[src/sv/smt_pkg.sv]
// Shared types and constants of the sparse matrix transpose block.
// No dependencies; every other file of the block but smt_ram imports this package.
`default_nettype none
package smt_pkg;

	localparam int MAX_ENTRIES_DEF = 1024;
	localparam int VALUE_BITS_DEF  = 64;
	localparam int MAX_COLS        = 256;
	localparam int COL_W           = 8;
	localparam int ROW_W           = 8;
	localparam int IDX_W           = 16;
	localparam int VAL_W           = 64;
	localparam int NCOLS_W         = 9;
	localparam int CFG_W           = 16;
	localparam int CFG_IDX_W       = 1;
	localparam int KIND_W          = 2;
	localparam int QDEPTH          = 2;

	// input kinds
	localparam logic [KIND_W-1:0] KIND_LOAD  = 2'd0;
	localparam logic [KIND_W-1:0] KIND_READ  = 2'd1;
	localparam logic [KIND_W-1:0] KIND_CLEAR = 2'd2;

	// configuration register indexes
	localparam logic [CFG_IDX_W-1:0] REG_NUM_COLS   = 1'd0;
	localparam logic [CFG_IDX_W-1:0] REG_COL_OFFSET = 1'd1;

	localparam logic [NCOLS_W-1:0] NUM_COLS_RST = 9'd256;

	typedef enum logic [1:0] {
		OP_STORE,
		OP_READ,
		OP_CLEAR
	} op_t;

	typedef struct packed {
		op_t              op;
		logic [ROW_W-1:0] row;
		logic [COL_W-1:0] col;
		logic [VAL_W-1:0] value;
	} cmd_t;

	typedef enum logic [3:0] {
		ST_IDLE,
		ST_STORE,
		ST_PRE_RD,
		ST_PRE_WR,
		ST_SC_SRC,
		ST_SC_CNT,
		ST_SC_WR,
		ST_RD_ISSUE,
		ST_RD_EMIT
	} back_state_t;

	typedef struct packed {
		logic scattered;
		logic rd_over;
	} back_stat_t;

endpackage
`default_nettype wire

[src/sv/smt_front.sv]
// Front end: configuration registers, input word classification, row drop tracking.
// Depends on smt_pkg.
`default_nettype none
module smt_front (
	input  wire logic                           clk,
	input  wire logic                           arst_n,
	input  wire logic                           push,
	output logic                                full,
	input  wire logic [smt_pkg::KIND_W-1:0]     kind,
	input  wire logic [smt_pkg::ROW_W-1:0]      row,
	input  wire logic [smt_pkg::IDX_W-1:0]      col_index,
	input  wire logic [smt_pkg::VAL_W-1:0]      value,
	input  wire logic                           cfg_we,
	input  wire logic [smt_pkg::CFG_IDX_W-1:0]  cfg_index,
	input  wire logic [smt_pkg::CFG_W-1:0]      cfg_wdata,
	output logic                                q_push,
	output smt_pkg::cmd_t                       q_cmd,
	input  wire logic                           q_full
);
	import smt_pkg::*;

	logic [NCOLS_W-1:0] num_cols_q;
	logic [IDX_W-1:0]   col_offset_q;
	logic [ROW_W-1:0]   cur_row_q;
	logic               drop_q;
	logic               rd_seen_q;

	logic [NCOLS_W-1:0] cols;
	logic               acc;
	logic               dropping;
	logic               below;
	logic               past;
	logic [IDX_W-1:0]   c;
	logic               is_load;

	// clamp column count and classify the incoming word
	always_comb begin
		if (num_cols_q == '0) begin
			cols = NCOLS_W'(1);
		end else if (num_cols_q > NCOLS_W'(MAX_COLS)) begin
			cols = NCOLS_W'(MAX_COLS);
		end else begin
			cols = num_cols_q;
		end
		acc      = push && !q_full;
		dropping = (row == cur_row_q) && drop_q;
		below    = col_index < col_offset_q;
		c        = col_index - col_offset_q;
		past     = IDX_W'(cols) <= c;
		is_load  = (kind == KIND_LOAD) && !rd_seen_q;
		q_push   = acc && ((is_load && !dropping && !below && !past) ||
			kind == KIND_READ || kind == KIND_CLEAR);
		q_cmd.row   = row;
		q_cmd.col   = c[COL_W-1:0];
		q_cmd.value = value;
		case (kind)
			KIND_READ:  q_cmd.op = OP_READ;
			KIND_CLEAR: q_cmd.op = OP_CLEAR;
			default:    q_cmd.op = OP_STORE;
		endcase
	end

	assign full = q_full;

	// hold configuration registers
	always_ff @(posedge clk or negedge arst_n) begin
		if (!arst_n) begin
			num_cols_q   <= NUM_COLS_RST;
			col_offset_q <= '0;
		end else if (cfg_we) begin
			case (cfg_index)
				REG_NUM_COLS:   num_cols_q   <= cfg_wdata[NCOLS_W-1:0];
				REG_COL_OFFSET: col_offset_q <= cfg_wdata;
				default:        ;
			endcase
		end
	end

	// track current row, row dropping and whether reading began
	always_ff @(posedge clk or negedge arst_n) begin
		if (!arst_n) begin
			cur_row_q <= '0;
			drop_q    <= 1'b0;
			rd_seen_q <= 1'b0;
		end else if (acc) begin
			if (is_load) begin
				cur_row_q <= row;
				drop_q    <= dropping || (!below && past);
			end else if (kind == KIND_READ) begin
				rd_seen_q <= 1'b1;
			end else if (kind == KIND_CLEAR) begin
				cur_row_q <= '0;
				drop_q    <= 1'b0;
				rd_seen_q <= 1'b0;
			end
		end
	end
endmodule
`default_nettype wire

[config.mk]
export PLATFORM = sky130hd
export DESIGN_NAME = smt_front
export DESIGN_NICKNAME = d
export VERILOG_FILES = /design/src/sv/smt_pkg.sv /design/src/sv/smt_front.sv
export SDC_FILE = /design/constraint.sdc
export NUM_CORES = 1
export LEC_CHECK = 0
export ABC_AREA = 1
export BUFFER_PORTS_ARGS = -buffer_cell sky130_fd_sc_hd__buf_2
export CAP_MARGIN = 40
export CORE_MARGIN = 2
export CORE_UTILIZATION = 41
export DETAILED_ROUTE_END_ITERATION = 8
export PLACE_DENSITY_LB_ADDON = 0.1
export SYNTH_ARGS = -nofsm -noshare
export SYNTH_HDL_FRONTEND = slang
export SYNTH_SLANG_ARGS = --single-unit
[constraint.sdc]
create_clock -name clk -period 2.6 [get_ports clk]
set_clock_uncertainty 0.05 [all_clocks]
set_input_delay 0.26 -clock clk [delete_from_list [all_inputs] [get_ports clk]]
set_output_delay 0.26 -clock clk [all_outputs]
set_load 0.03 [all_outputs]
==> impl_metrics.toml <==
[flow_run]
maxCapViolations = 0

[power]
p_clk_frac = 0.177
combinationalPowerShare = 0.553
vdd_drop_max_mv = 0.258
internal_power_w = 0.00146
powerDensity_mw_per_mm2 = 588
switching_share = 0.398
seqPwrFrac = 0.270
leakage_nw = 2.41
netSwitchingPower_w = 0.000968

[route]
wl_per_cell_um = 12.1
drc_errors = 0
via_per_inst = 4.51
drt_iter0_drc = 63
ant_nets = 0
drt_wl_total_um = 8200
dr.pass1.iters = 4
vias = 3055

[grt]
overflow = 0
grt_max_degree = 36
grt_pass1_vias = 3007
grt_util_all_layers = 0.176
grt_pass1_wl_um = 13600
antenna_found_initial = 0

[clocking]
h-tree-depth = 2
cts_hold_buf = 0
cts_tree = "done"
clk_latency_ns = 0.28
clkTransAtPathRegs_ns = 0.07
cts_buffers = 5
clkSinkCount = 35
root_buffer = "clkbuf_8"
cts.path.max_buffers = 2

[logic_synthesis]
syn_avg_cell_area_um2 = 6.72
synthDistinctLibCells = 31
synth_fp_nets = 667
synth_seq_cells = 35
yosysSeqAreaShare = 0.249
syn-cell-area_mm2 = 0.00353
synth_cells = 525
yosysWarningCount = 0

[worst_setup_path]
r2r_start = "col_offset_q[0]"
path_max_fanout = 2
criticalPathCategory = "register to primary output"
end_kind = "primary output"
start_kind = "register"
arrival_ns = 2.85
crit_start = "col_offset_q[0]"
required_ns = 2.29

[placed_design]
post-place-cells = 658
finalWeightedCongestion = 0.834
hpwl_um = 6750
dpl_cell_area_mm2 = 0.00375
numPortBuffers = 67

[worst_hold_path]
hold_path.class = "primary input to async pin"

[outcome]
violations = "setup timing"
status = "finished, violations left"

[final_layout]
final_common_cell = "nand2_1"
fin_util = 0.501
final_cells = 677
num_antenna_cells = 0
drive_gt1_frac = 0.323
area_delta_synth_final_pct = 17.2
finish.instance_area_mm2 = 0.00414
final_cell_mix = "nand2_1 (120), inv_1 (99), buf_2 (66)"
final_nets = 713
fill_cells = 854

[die]
coreArea_mm2 = 0.00826
ios = 196
rows = 33
die_w_um = 96.8
dieArea_mm2 = 0.00936
initial_utilization = 0.427
die_y_um = 96.8

[timing]
maxClockFrequency_mhz = 317
rsz0062_at_grt = "yes"
fin_ws_ns = -0.556
min_period_ns = 3.16
period_share = 1.21
tightest_slew_ns = 0.788
final_max_slew_viol_count = 0
setup_viol = 1
relSlewSlack = 0.475
hold_viol_final = 0
-- worst max-delay path, cell delays in order (launching register included) --
cell	delay, ns
dfrtp_1	0.39
ha_2	0.19
fa_2	0.37
buf_6	0.14
xnor2_4	0.14
inv_2	0.07
ha_4	0.27
nand2_4	0.04
inv_2	0.04
nand2_1	0.04
nand2_1	0.07
nand2_1	0.05
nand2_1	0.06
nand2_1	0.05
nand2_1	0.06
nand3_2	0.07
nor2_2	0.10
nand4_1	0.09
nand3_1	0.08
nand2_1	0.06
inv_2	0.05
buf_6	0.12
-- Yosys cell counts --
cell / instances / area (um^2)
a21o_1: 1 / 7.51
a21oi_1: 20 / 100
a22o_1: 2 / 17.5
and2_1: 3 / 18.8
buf_1: 1 / 3.75
buf_4: 73 / 548
clkbuf_1: 5 / 18.8
dfrtp_1: 34 / 851
dfstp_2: 1 / 26.3
fa_1: 1 / 20.0
ha_1: 29 / 363
inv_1: 106 / 398
inv_2: 4 / 15.0
nand2_1: 125 / 469
nand2_2: 9 / 56.3
nand2_4: 1 / 11.3
nand3_1: 17 / 85.1
nand3_2: 4 / 40.0
nand4_1: 5 / 31.3
nor2_1: 32 / 120
nor2_2: 5 / 31.3
nor3_1: 2 / 10.0
nor3_2: 2 / 20.0
nor4_1: 2 / 12.5
o211ai_1: 1 / 7.51
o21a_1: 1 / 7.51
o21ai_0: 24 / 120
o21bai_1: 1 / 7.51
o22ai_1: 5 / 31.3
xnor2_1: 6 / 52.6
xor2_1: 3 / 26.3
-- power by group through the flow --
stage	logic (W)	clock network [W]	registers, W
global placement	0.00116	0	0.000663
global route	0.00150	0.000470	0.000665
floorplan	0.000937	0	0.000653
CTS	0.00130	0.000447	0.000655
detailed placement	0.00117	0	0.000664
finish	0.00134	0.000431	0.000656
-- through the flow --
step / setup WS [ns] / hold slack (ns) / TNS [ns] / power [W]
floorplan: -0.121 / -0.0856 / -0.121 / 0.00159
global placement: -0.482 / 0.353 / -0.636 / 0.00183
detailed placement: -0.467 / 0.344 / -0.611 / 0.00184
CTS: -0.596 / 0.0294 / -0.616 / 0.00240
global route: -0.822 / 0.0743 / -1.02 / 0.00263
finish: -0.556 / 0.00241 / -0.556 / 0.00243
-- state kept, by name (all words and copies together) (netlist names) --
| register | count |
|---|---|
| cur_row_q | 8 |
| drop_q | 1 |
| rd_seen_q | 1 |
| num_cols_q | 9 |
| col_offset_q | 16 |
-- final timing paths --
path                                         end  slack [ns]  cells after the start
worst min register to register   col_offset_q[4]        0.44                      2
min in group clk                col_offset_q[13]        0.18                      3
worst min-delay path             col_offset_q[2]       0.002                      1
max in group asynchronous       col_offset_q[15]        1.99                      1
worst max register to register            drop_q           0                     21
worst max-delay path                      q_push       -0.56                     21
-- routing by layer --
metal | global-route usage | share of wire
met2 | 0.298 | 0.47
met5 | 0 | 0
met3 | 0.0311 | 0.042
met4 | 0.0618 | 0.019
met1 | 0.226 | 0.46
-- final cells by class --
class | instances | area [um^2] | area share
Clock buffer | 8 | 100 | 0.0242
Inverter | 110 | 415 | 0.100
Multi-Input combinational cell | 301 | 1880 | 0.454
Sequential cell | 35 | 877 | 0.212
Tap cell | 105 | 131 | 0.0318
Timing Repair Buffer | 118 | 736 | 0.178
-- kinds of logic (layout without fill, tap and decap cells) --
group           Yosys count  count (layout)  synth area share
compound gates           55              55            0.0848
flops                    35              35             0.249
xor+xnor                  9               9            0.0223
buf+inv                 189             236             0.279
simple gates            207             207             0.257
fa+ha+maj                30              30             0.109
-- timing repair --
item                                    in CTS  in global routing
endpoints found under the setup margin       2                  2
pin swaps                                   10                  6
cloned                                       0                  0
setup buffers                                6                  5
gates resized for setup                     33                  5
(Power assumes the default switching activity.)
