==> config.mk <==
export PLATFORM = sky130hd
export DESIGN_NAME = smt_cmd_fifo
export DESIGN_NICKNAME = d
export VERILOG_FILES = /design/src/sv/smt_pkg.sv /design/src/sv/smt_cmd_fifo.sv
export SDC_FILE = /design/constraint.sdc
export NUM_CORES = 1
export LEC_CHECK = 0
export ABC_AREA = 0
export BUFFER_PORTS_ARGS = -buffer_cell sky130_fd_sc_hd__buf_2
export CAP_MARGIN = 20
export CORE_MARGIN = 2
export CORE_UTILIZATION = 27
export DETAILED_ROUTE_END_ITERATION = 10
export GPL_ROUTABILITY_DRIVEN = 0
export PLACE_DENSITY = 0.52
export SKIP_LAST_GASP = 1
export SLEW_MARGIN = 25
export SYNTH_ARGS = -nofsm -noshare
export SYNTH_HDL_FRONTEND = slang
export SYNTH_SLANG_ARGS = --single-unit
export TNS_END_PERCENT = 20
==> constraint.sdc <==
create_clock -name clk -period 5.4 [get_ports clk]
set_input_delay 0.81 -clock clk [delete_from_list [all_inputs] [get_ports clk]]
set_output_delay 0.81 -clock clk [all_outputs]
set_load 0.01 [all_outputs]
==> src/sv/smt_pkg.sv <==
// Shared types and constants of the sparse matrix transpose block.
// No dependencies; every other file of the block but smt_ram imports this package.
`default_nettype none
package smt_pkg;

	localparam int MAX_ENTRIES_DEF = 1024;
	localparam int VALUE_BITS_DEF  = 64;
	localparam int MAX_COLS        = 256;
	localparam int COL_W           = 8;
	localparam int ROW_W           = 8;
	localparam int IDX_W           = 16;
	localparam int VAL_W           = 64;
	localparam int NCOLS_W         = 9;
	localparam int CFG_W           = 16;
	localparam int CFG_IDX_W       = 1;
	localparam int KIND_W          = 2;
	localparam int QDEPTH          = 2;

	// input kinds
	localparam logic [KIND_W-1:0] KIND_LOAD  = 2'd0;
	localparam logic [KIND_W-1:0] KIND_READ  = 2'd1;
	localparam logic [KIND_W-1:0] KIND_CLEAR = 2'd2;

	// configuration register indexes
	localparam logic [CFG_IDX_W-1:0] REG_NUM_COLS   = 1'd0;
	localparam logic [CFG_IDX_W-1:0] REG_COL_OFFSET = 1'd1;

	localparam logic [NCOLS_W-1:0] NUM_COLS_RST = 9'd256;

	typedef enum logic [1:0] {
		OP_STORE,
		OP_READ,
		OP_CLEAR
	} op_t;

	typedef struct packed {
		op_t              op;
		logic [ROW_W-1:0] row;
		logic [COL_W-1:0] col;
		logic [VAL_W-1:0] value;
	} cmd_t;

	typedef enum logic [3:0] {
		ST_IDLE,
		ST_STORE,
		ST_PRE_RD,
		ST_PRE_WR,
		ST_SC_SRC,
		ST_SC_CNT,
		ST_SC_WR,
		ST_RD_ISSUE,
		ST_RD_EMIT
	} back_state_t;

	typedef struct packed {
		logic scattered;
		logic rd_over;
	} back_stat_t;

endpackage
`default_nettype wire

==> src/sv/smt_cmd_fifo.sv <==
// Short command queue between the front end and the transpose engine.
// Depends on smt_pkg.
`default_nettype none
module smt_cmd_fifo (
	input  wire logic    clk,
	input  wire logic    arst_n,
	input  wire logic    wr,
	input  wire smt_pkg::cmd_t wdata,
	output logic         q_full,
	input  wire logic    rd,
	output smt_pkg::cmd_t rdata,
	output logic         q_empty
);
	import smt_pkg::*;

	localparam int PW = $clog2(QDEPTH);
	localparam int NW = $clog2(QDEPTH + 1);

	cmd_t          ent_q [QDEPTH];
	logic [PW-1:0] wp_q;
	logic [PW-1:0] rp_q;
	logic [NW-1:0] cnt_q;

	assign q_full  = cnt_q == NW'(QDEPTH);
	assign q_empty = cnt_q == '0;
	assign rdata   = ent_q[rp_q];

	// store words
	always_ff @(posedge clk) begin
		if (wr && !q_full) begin
			ent_q[wp_q] <= wdata;
		end
	end

	// advance pointers and fill count
	always_ff @(posedge clk or negedge arst_n) begin
		if (!arst_n) begin
			wp_q  <= '0;
			rp_q  <= '0;
			cnt_q <= '0;
		end else begin
			if (wr && !q_full) begin
				wp_q <= wp_q + PW'(1);
			end
			if (rd && !q_empty) begin
				rp_q <= rp_q + PW'(1);
			end
			cnt_q <= cnt_q + NW'(wr && !q_full) - NW'(rd && !q_empty);
		end
	end
endmodule
`default_nettype wire

==> impl_metrics.env, run 1 <==
export IMPL_status="finished, final reports clean"
export IMPL_route_met3_wl_um=842
export IMPL_drc=0
export IMPL_setup_tns_ns=0
export IMPL_cap_viol_max_count=0
export IMPL_num_rows=56
export IMPL_critPathLaunchType="register"
export IMPL_hold_path_class="input port to asynchronous set/reset pin"
export IMPL_drv_slew=0
export IMPL_first_pass_iters=4
export IMPL_r2r_start="cnt_q[1]"
export IMPL_post_synth_cell_area_avg_um2=23.68
export IMPL_utilization_pct=34.75
export IMPL_ios=170
export IMPL_cts_tree="yes"
export IMPL_crit_path_start="rp_q"
export IMPL_clk_pin_slew_ns=0.07
export IMPL_leakagePower_nw=3.195
export IMPL_synthCells=273
export IMPL_dp_hpwl_um=7691
export IMPL_grt_pass1_vias=3399
export IMPL_finalHoldViolCount=0
export IMPL_period_needed_ns=2.791
export IMPL_worstPathArrival_ns=1.98
export IMPL_synth_seq_cells=168
export IMPL_synth_cell_type_count=16
export IMPL_cts_path_max_buffers=2
export IMPL_die_h_um=158.7
export IMPL_clkSinkCount=168
export IMPL_core_area_um2=23470
export IMPL_grt_setup_unrepaired="false"
export IMPL_initialDrtViolationCount=85
export IMPL_viasPerCell=3.911
export IMPL_cts_inserted_buffers=17
export IMPL_clock_latency_ns=0.41
export IMPL_wirelength_um=11940
export IMPL_whs_ns=0.1949
export IMPL_worst_slack_ns=2.609
export IMPL_yosysSeqAreaShare_pct=77.72
export IMPL_syn_nets=361
export IMPL_htree_num_levels=4
export IMPL_drt_met1_wl_um=4809
export IMPL_critical_path_class="register to output port"
export IMPL_post_cts_buffers=0
export IMPL_start_util_pct=27.54
export IMPL_ant_nets=0
export IMPL_grt_max_degree=83
export IMPL_antenna_found_initial=1
export IMPL_root_buffer="clkbuf_16"
export IMPL_dp_slack_ns=2.801
export IMPL_grt_total_usage_pct=9.693
export IMPL_cellPowerDensity_nw_per_um2=539.7
export IMPL_portBuffers=169
export IMPL_yosys_warnings=0
export IMPL_end_kind="output port"
export IMPL_dieArea_um2=25200
export IMPL_avgRoutedWirePerCell_um=15.14
export IMPL_highest_layer="met4"
export IMPL_critPathMaxFanout=43
export IMPL_grt_pass1_wl_um=18510
export IMPL_irDropWorstVdd_mv=0.2361
export IMPL_cp_required_ns=4.59
export IMPL_syn_area_um2=6465
export IMPL_cts_resized=0
export IMPL_drive_gt1_share_pct=61.41
export IMPL_cts_hold_buf=0
export IMPL_num_nets_final=544
export IMPL_die_x_um=158.7
export IMPL_vias=3086
export IMPL_overflow=0
export IMPL_period_share_pct=51.68
export IMPL_relSlewSlack_pct=44.16
export IMPL_worst_pin_slew_ns=0.8377
export IMPL_wl_met2_um=6163
export IMPL_fin_skew_ns=0.008592
export IMPL_fmax_mhz=358.3
export IMPL_final_setup_viol_count=0
export IMPL_area_delta_synth_final_pct=26.19
## routing by layer
layer | up-vias | global-route usage [%]
li1 | 1451 | -
met1 | 1533 | 10.63
met5 | - | 0
met3 | 6 | 4.154
met4 | 0 | 3.503
met2 | 96 | 16.71
## cell usage in the layout, fill, tap and decap left out, drive strengths merged
cell type,instances
and3,1
buf,173
bufinv,1
clkbuf,18
clkinv,5
clkinvlp,4
dfrtp,4
diode,1
edfxtp,164
ha,2
inv,6
mux2,82
nand2,1
nand2b,1
nor2,2
nor2b,1
xnor2,3
xor2,1
## where the power goes
| group | total [mW] | internal [mW] | switching [mW] |
|---|---|---|---|
| Combinational | 1.40 | 0.690 | 0.713 |
| Clock | 1.14 | 0.637 | 0.505 |
| Sequential | 1.86 | 1.79 | 0.0700 |
## synth_stat cells
cell type	count	share of area, %
ha_1	2	0.39
mux2_2	12	2.1
nor2_1	2	0.12
and3_1	1	0.097
nand2_1	1	0.058
nand2b_1	1	0.097
xnor2_1	3	0.41
xor2_1	1	0.14
nor2b_1	1	0.097
buf_12	7	2.2
mux2_4	70	16
buf_6	1	0.17
inv_1	2	0.12
dfrtp_1	4	1.5
edfxtp_1	164	76
buf_2	1	0.077
## sequential cells by signal, summed over array words and instances (netlist names)
register	flops
cnt_q	2
ent_q	164
rp_q	1
wp_q	1
## worst paths after layout
check / end / slack, ns / cells after the start
worst max-delay path: rdata[76] / 2.61 / 3
worst min-delay path: cnt_q[0] / 0.19 / 1
worst max register to register: ent_q[1][62] / 3.22 / 3
worst min register to register: cnt_q[1] / 0.51 / 1
max in group asynchronous: rp_q / 5.06 / 1
min in group clk: cnt_q[1] / 0.51 / 1
## final cells by class
class,instances,area [um^2]
multi-input combinational,94,1289
tap,319,399.1
inverter,2,7.507
antenna,1,2.502
fill,2216,15310
clock inverter,14,122.6
timing repair buffer,173,879.6
clock buffer,18,429.2
sequential,168,5029
## through the flow
step	total power, mW	area (um^2)	std cells
after floorplan	2.957	6465	273
after global placement	3.302	7600	756
after detailed placement	3.333	7604	756
after global routing	4.647	8155	788
final	4.403	8158	789
after CTS	4.500	8155	788
## cells by family after synthesis
family / share of synthesized area [%]
DFF: 77.72
muxes: 18.35
buffers and inverters: 2.535
and+or+nand+nor: 0.4647
xor gates and xnor gates: 0.5420
adders and majority gates: 0.3870
## critical path, stage by stage, from the launching register on
cell and delay, ns:
dfrtp_4 0.40, buf_4 0.58, mux2_2 0.41, buf_2 0.14
No activity file was read; power rests on OpenSTA's default activity.
==> run 2: changes to the inputs <==
Clock period 5.4 ns to 2.7 ns, I/O delays scaled along.
==> run 2 against run 1 <==
Net effect:
- sequential power is 100% higher
- global-route usage is 0.25 points higher
- via count is 0.94% higher
- sequential cell count stayed put
- critical path type unchanged
- largest power group unchanged
- highest routed layer is now met5
==> impl_metrics.env, run 2 (synthesis results as in run 1) <==
export IMPL_status="finished, final reports clean"
export IMPL_worstPathArrival_ns=1.90
export IMPL_grt_pass1_wl_um=19040
export IMPL_dp_slack_ns=0.8020
export IMPL_final_common_cell="buf_2"
export IMPL_relSlewSlack_pct=59.32
export IMPL_finalHoldViolCount=0
export IMPL_r2r_cells=4
export IMPL_holdPathStages=1
export IMPL_hold_path_class="input port to register"
export IMPL_clkSinkCount=168
export IMPL_wirelength_um=12290
export IMPL_final_setup_viol_count=0
export IMPL_die_h_um=158.7
export IMPL_final_cell_mix="buf_2 (169), edfxtp_1 (164), mux2_4 (70)"
export IMPL_cts_resized=0
export IMPL_period_needed_ns=2.303
export IMPL_portBuffers=169
export IMPL_num_rows=56
export IMPL_cellPowerDensity_nw_per_um2=1109
export IMPL_largest_reg_flops=164
export IMPL_leakagePower_nw=3.280
export IMPL_fin_skew_ns=0.006855
export IMPL_period_share_pct=85.29
export IMPL_cts_inserted_buffers=17
export IMPL_ios=170
export IMPL_clock_latency_ns=0.41
export IMPL_critPathMaxFanout=27
export IMPL_cts_path_max_buffers=2
export IMPL_drive_gt1_share_pct=61.73
export IMPL_grt_setup_unrepaired="false"
export IMPL_end_kind="output port"
export IMPL_largestRegisters="ent_q: 164 flops, cnt_q: 2 flops"
export IMPL_fmax_mhz=434.2
export IMPL_drv_slew=0
export IMPL_largest_register="ent_q"
export IMPL_cts_tree="yes"
export IMPL_instances_no_fill=793
export IMPL_area_delta_synth_final_pct=28.64
export IMPL_dieArea_um2=25200
export IMPL_num_nets_final=548
export IMPL_critical_path_class="register to output port"
export IMPL_drc=0
export IMPL_grt_pass1_vias=3382
export IMPL_root_buffer="clkbuf_16"
export IMPL_overflow=0
export IMPL_grt_total_usage_pct=9.946
export IMPL_totalPowerFinal_mw=9.227
export IMPL_cap_viol_max_count=0
export IMPL_grt_max_degree=43
export IMPL_cp_required_ns=2.30
export IMPL_clk_pin_slew_ns=0.07
export IMPL_die_x_um=158.7
export IMPL_antenna_found_initial=3
export IMPL_core_area_um2=23470
export IMPL_worst_slack_ns=0.3971
export IMPL_first_pass_iters=4
export IMPL_setup_tns_ns=0
export IMPL_start_util_pct=27.54
export IMPL_vias=3115
export IMPL_ant_nets=0
export IMPL_htree_num_levels=4
export IMPL_irDropWorstVdd_mv=0.3463
export IMPL_worst_pin_slew_ns=0.6102
export IMPL_dp_hpwl_um=8174
export IMPL_avgRoutedWirePerCell_um=15.49
export IMPL_viasPerCell=3.928
export IMPL_utilization_pct=35.43
export IMPL_initialDrtViolationCount=109
export IMPL_place_inst=759
export IMPL_critPathLaunchType="register"
-- run 2: cell types whose count changed in the layout (fill, tap and decap cells not counted), moves of 2 or more --
| cell | previous run | this run |
|---|---|---|
| bufinv_16 | 1 | 4 |
| clkinv_4 | 1 | 5 |
| clkinv_2 | 3 | 0 |
| clkinvlp_4 | 4 | 0 |
| inv_8 | 0 | 3 |
| inv_6 | 4 | 2 |
| buf_12 | 0 | 3 |
-- run 2: repair_timing --
action / CTS / global route
hold buffers: 1 / 0
endpoints found under the hold margin: 4 / 0
buffers inserted: 0 / 0
-- run 2: final cells by class --
type / count / area [um^2]
well taps: 319 / 399.1
multi-input cells: 94 / 1289
fillers: 2219 / 15160
diodes: 1 / 2.502
clock buffers: 18 / 429.2
flip-flops and latches: 168 / 5029
inverters: 2 / 7.507
repair buffers: 177 / 945.9
clock inverters: 14 / 215.2
-- run 2: critical path, cell delays in order (launching register included) --
cell and delay (ns):
dfrtp_4 0.67, buf_12 0.30, mux2_2 0.36, buf_2 0.14
-- run 2: through the flow --
step | instance area (um^2) | hold WS (ns)
3_5_place_dp | 7660 | 0.2168
5_1_grt | 8314 | 0.1399
2_1_floorplan | 6472 | 0.1094
4_1_cts | 8314 | 0.1479
3_3_place_gp | 7660 | 0.2139
6_report | 8317 | 0.1719
-- run 2: power by group --
part	switching (mW)	internal, mW	total (mW)
clock	1.06	1.58	2.64
sequential	0.218	3.57	3.79
combinational	1.37	1.44	2.80
total	2.64	6.59	9.23
-- run 2: path summary, 6_finish.rpt --
| check | from | end | slack (ns) |
|---|---|---|---|
| min in group asynchronous | arst_n | rp_q | 0.32 |
| max reg2reg | cnt_q[1] | ent_q[0][35] | 1.00 |
| min | wdata[11] | ent_q[1][11] | 0.17 |
| max in group asynchronous | arst_n | rp_q | 2.24 |
| min reg2reg | cnt_q[1] | cnt_q[1] | 0.50 |
| max | rp_q | rdata[70] | 0.40 |
-- run 2: routing by layer --
| layer | wire (um) | GRT usage [%] | up-vias | part of all wire [%] |
|---|---|---|---|---|
| met5 | 13 | 0 | - | 0.11 |
| li1 | - | - | 1458 | - |
| met3 | 872 | 4.519 | 13 | 7.1 |
| met2 | 6167 | 16.44 | 107 | 50 |
| met1 | 5084 | 11.44 | 1535 | 41 |
| met4 | 146 | 3.378 | 2 | 1.2 |
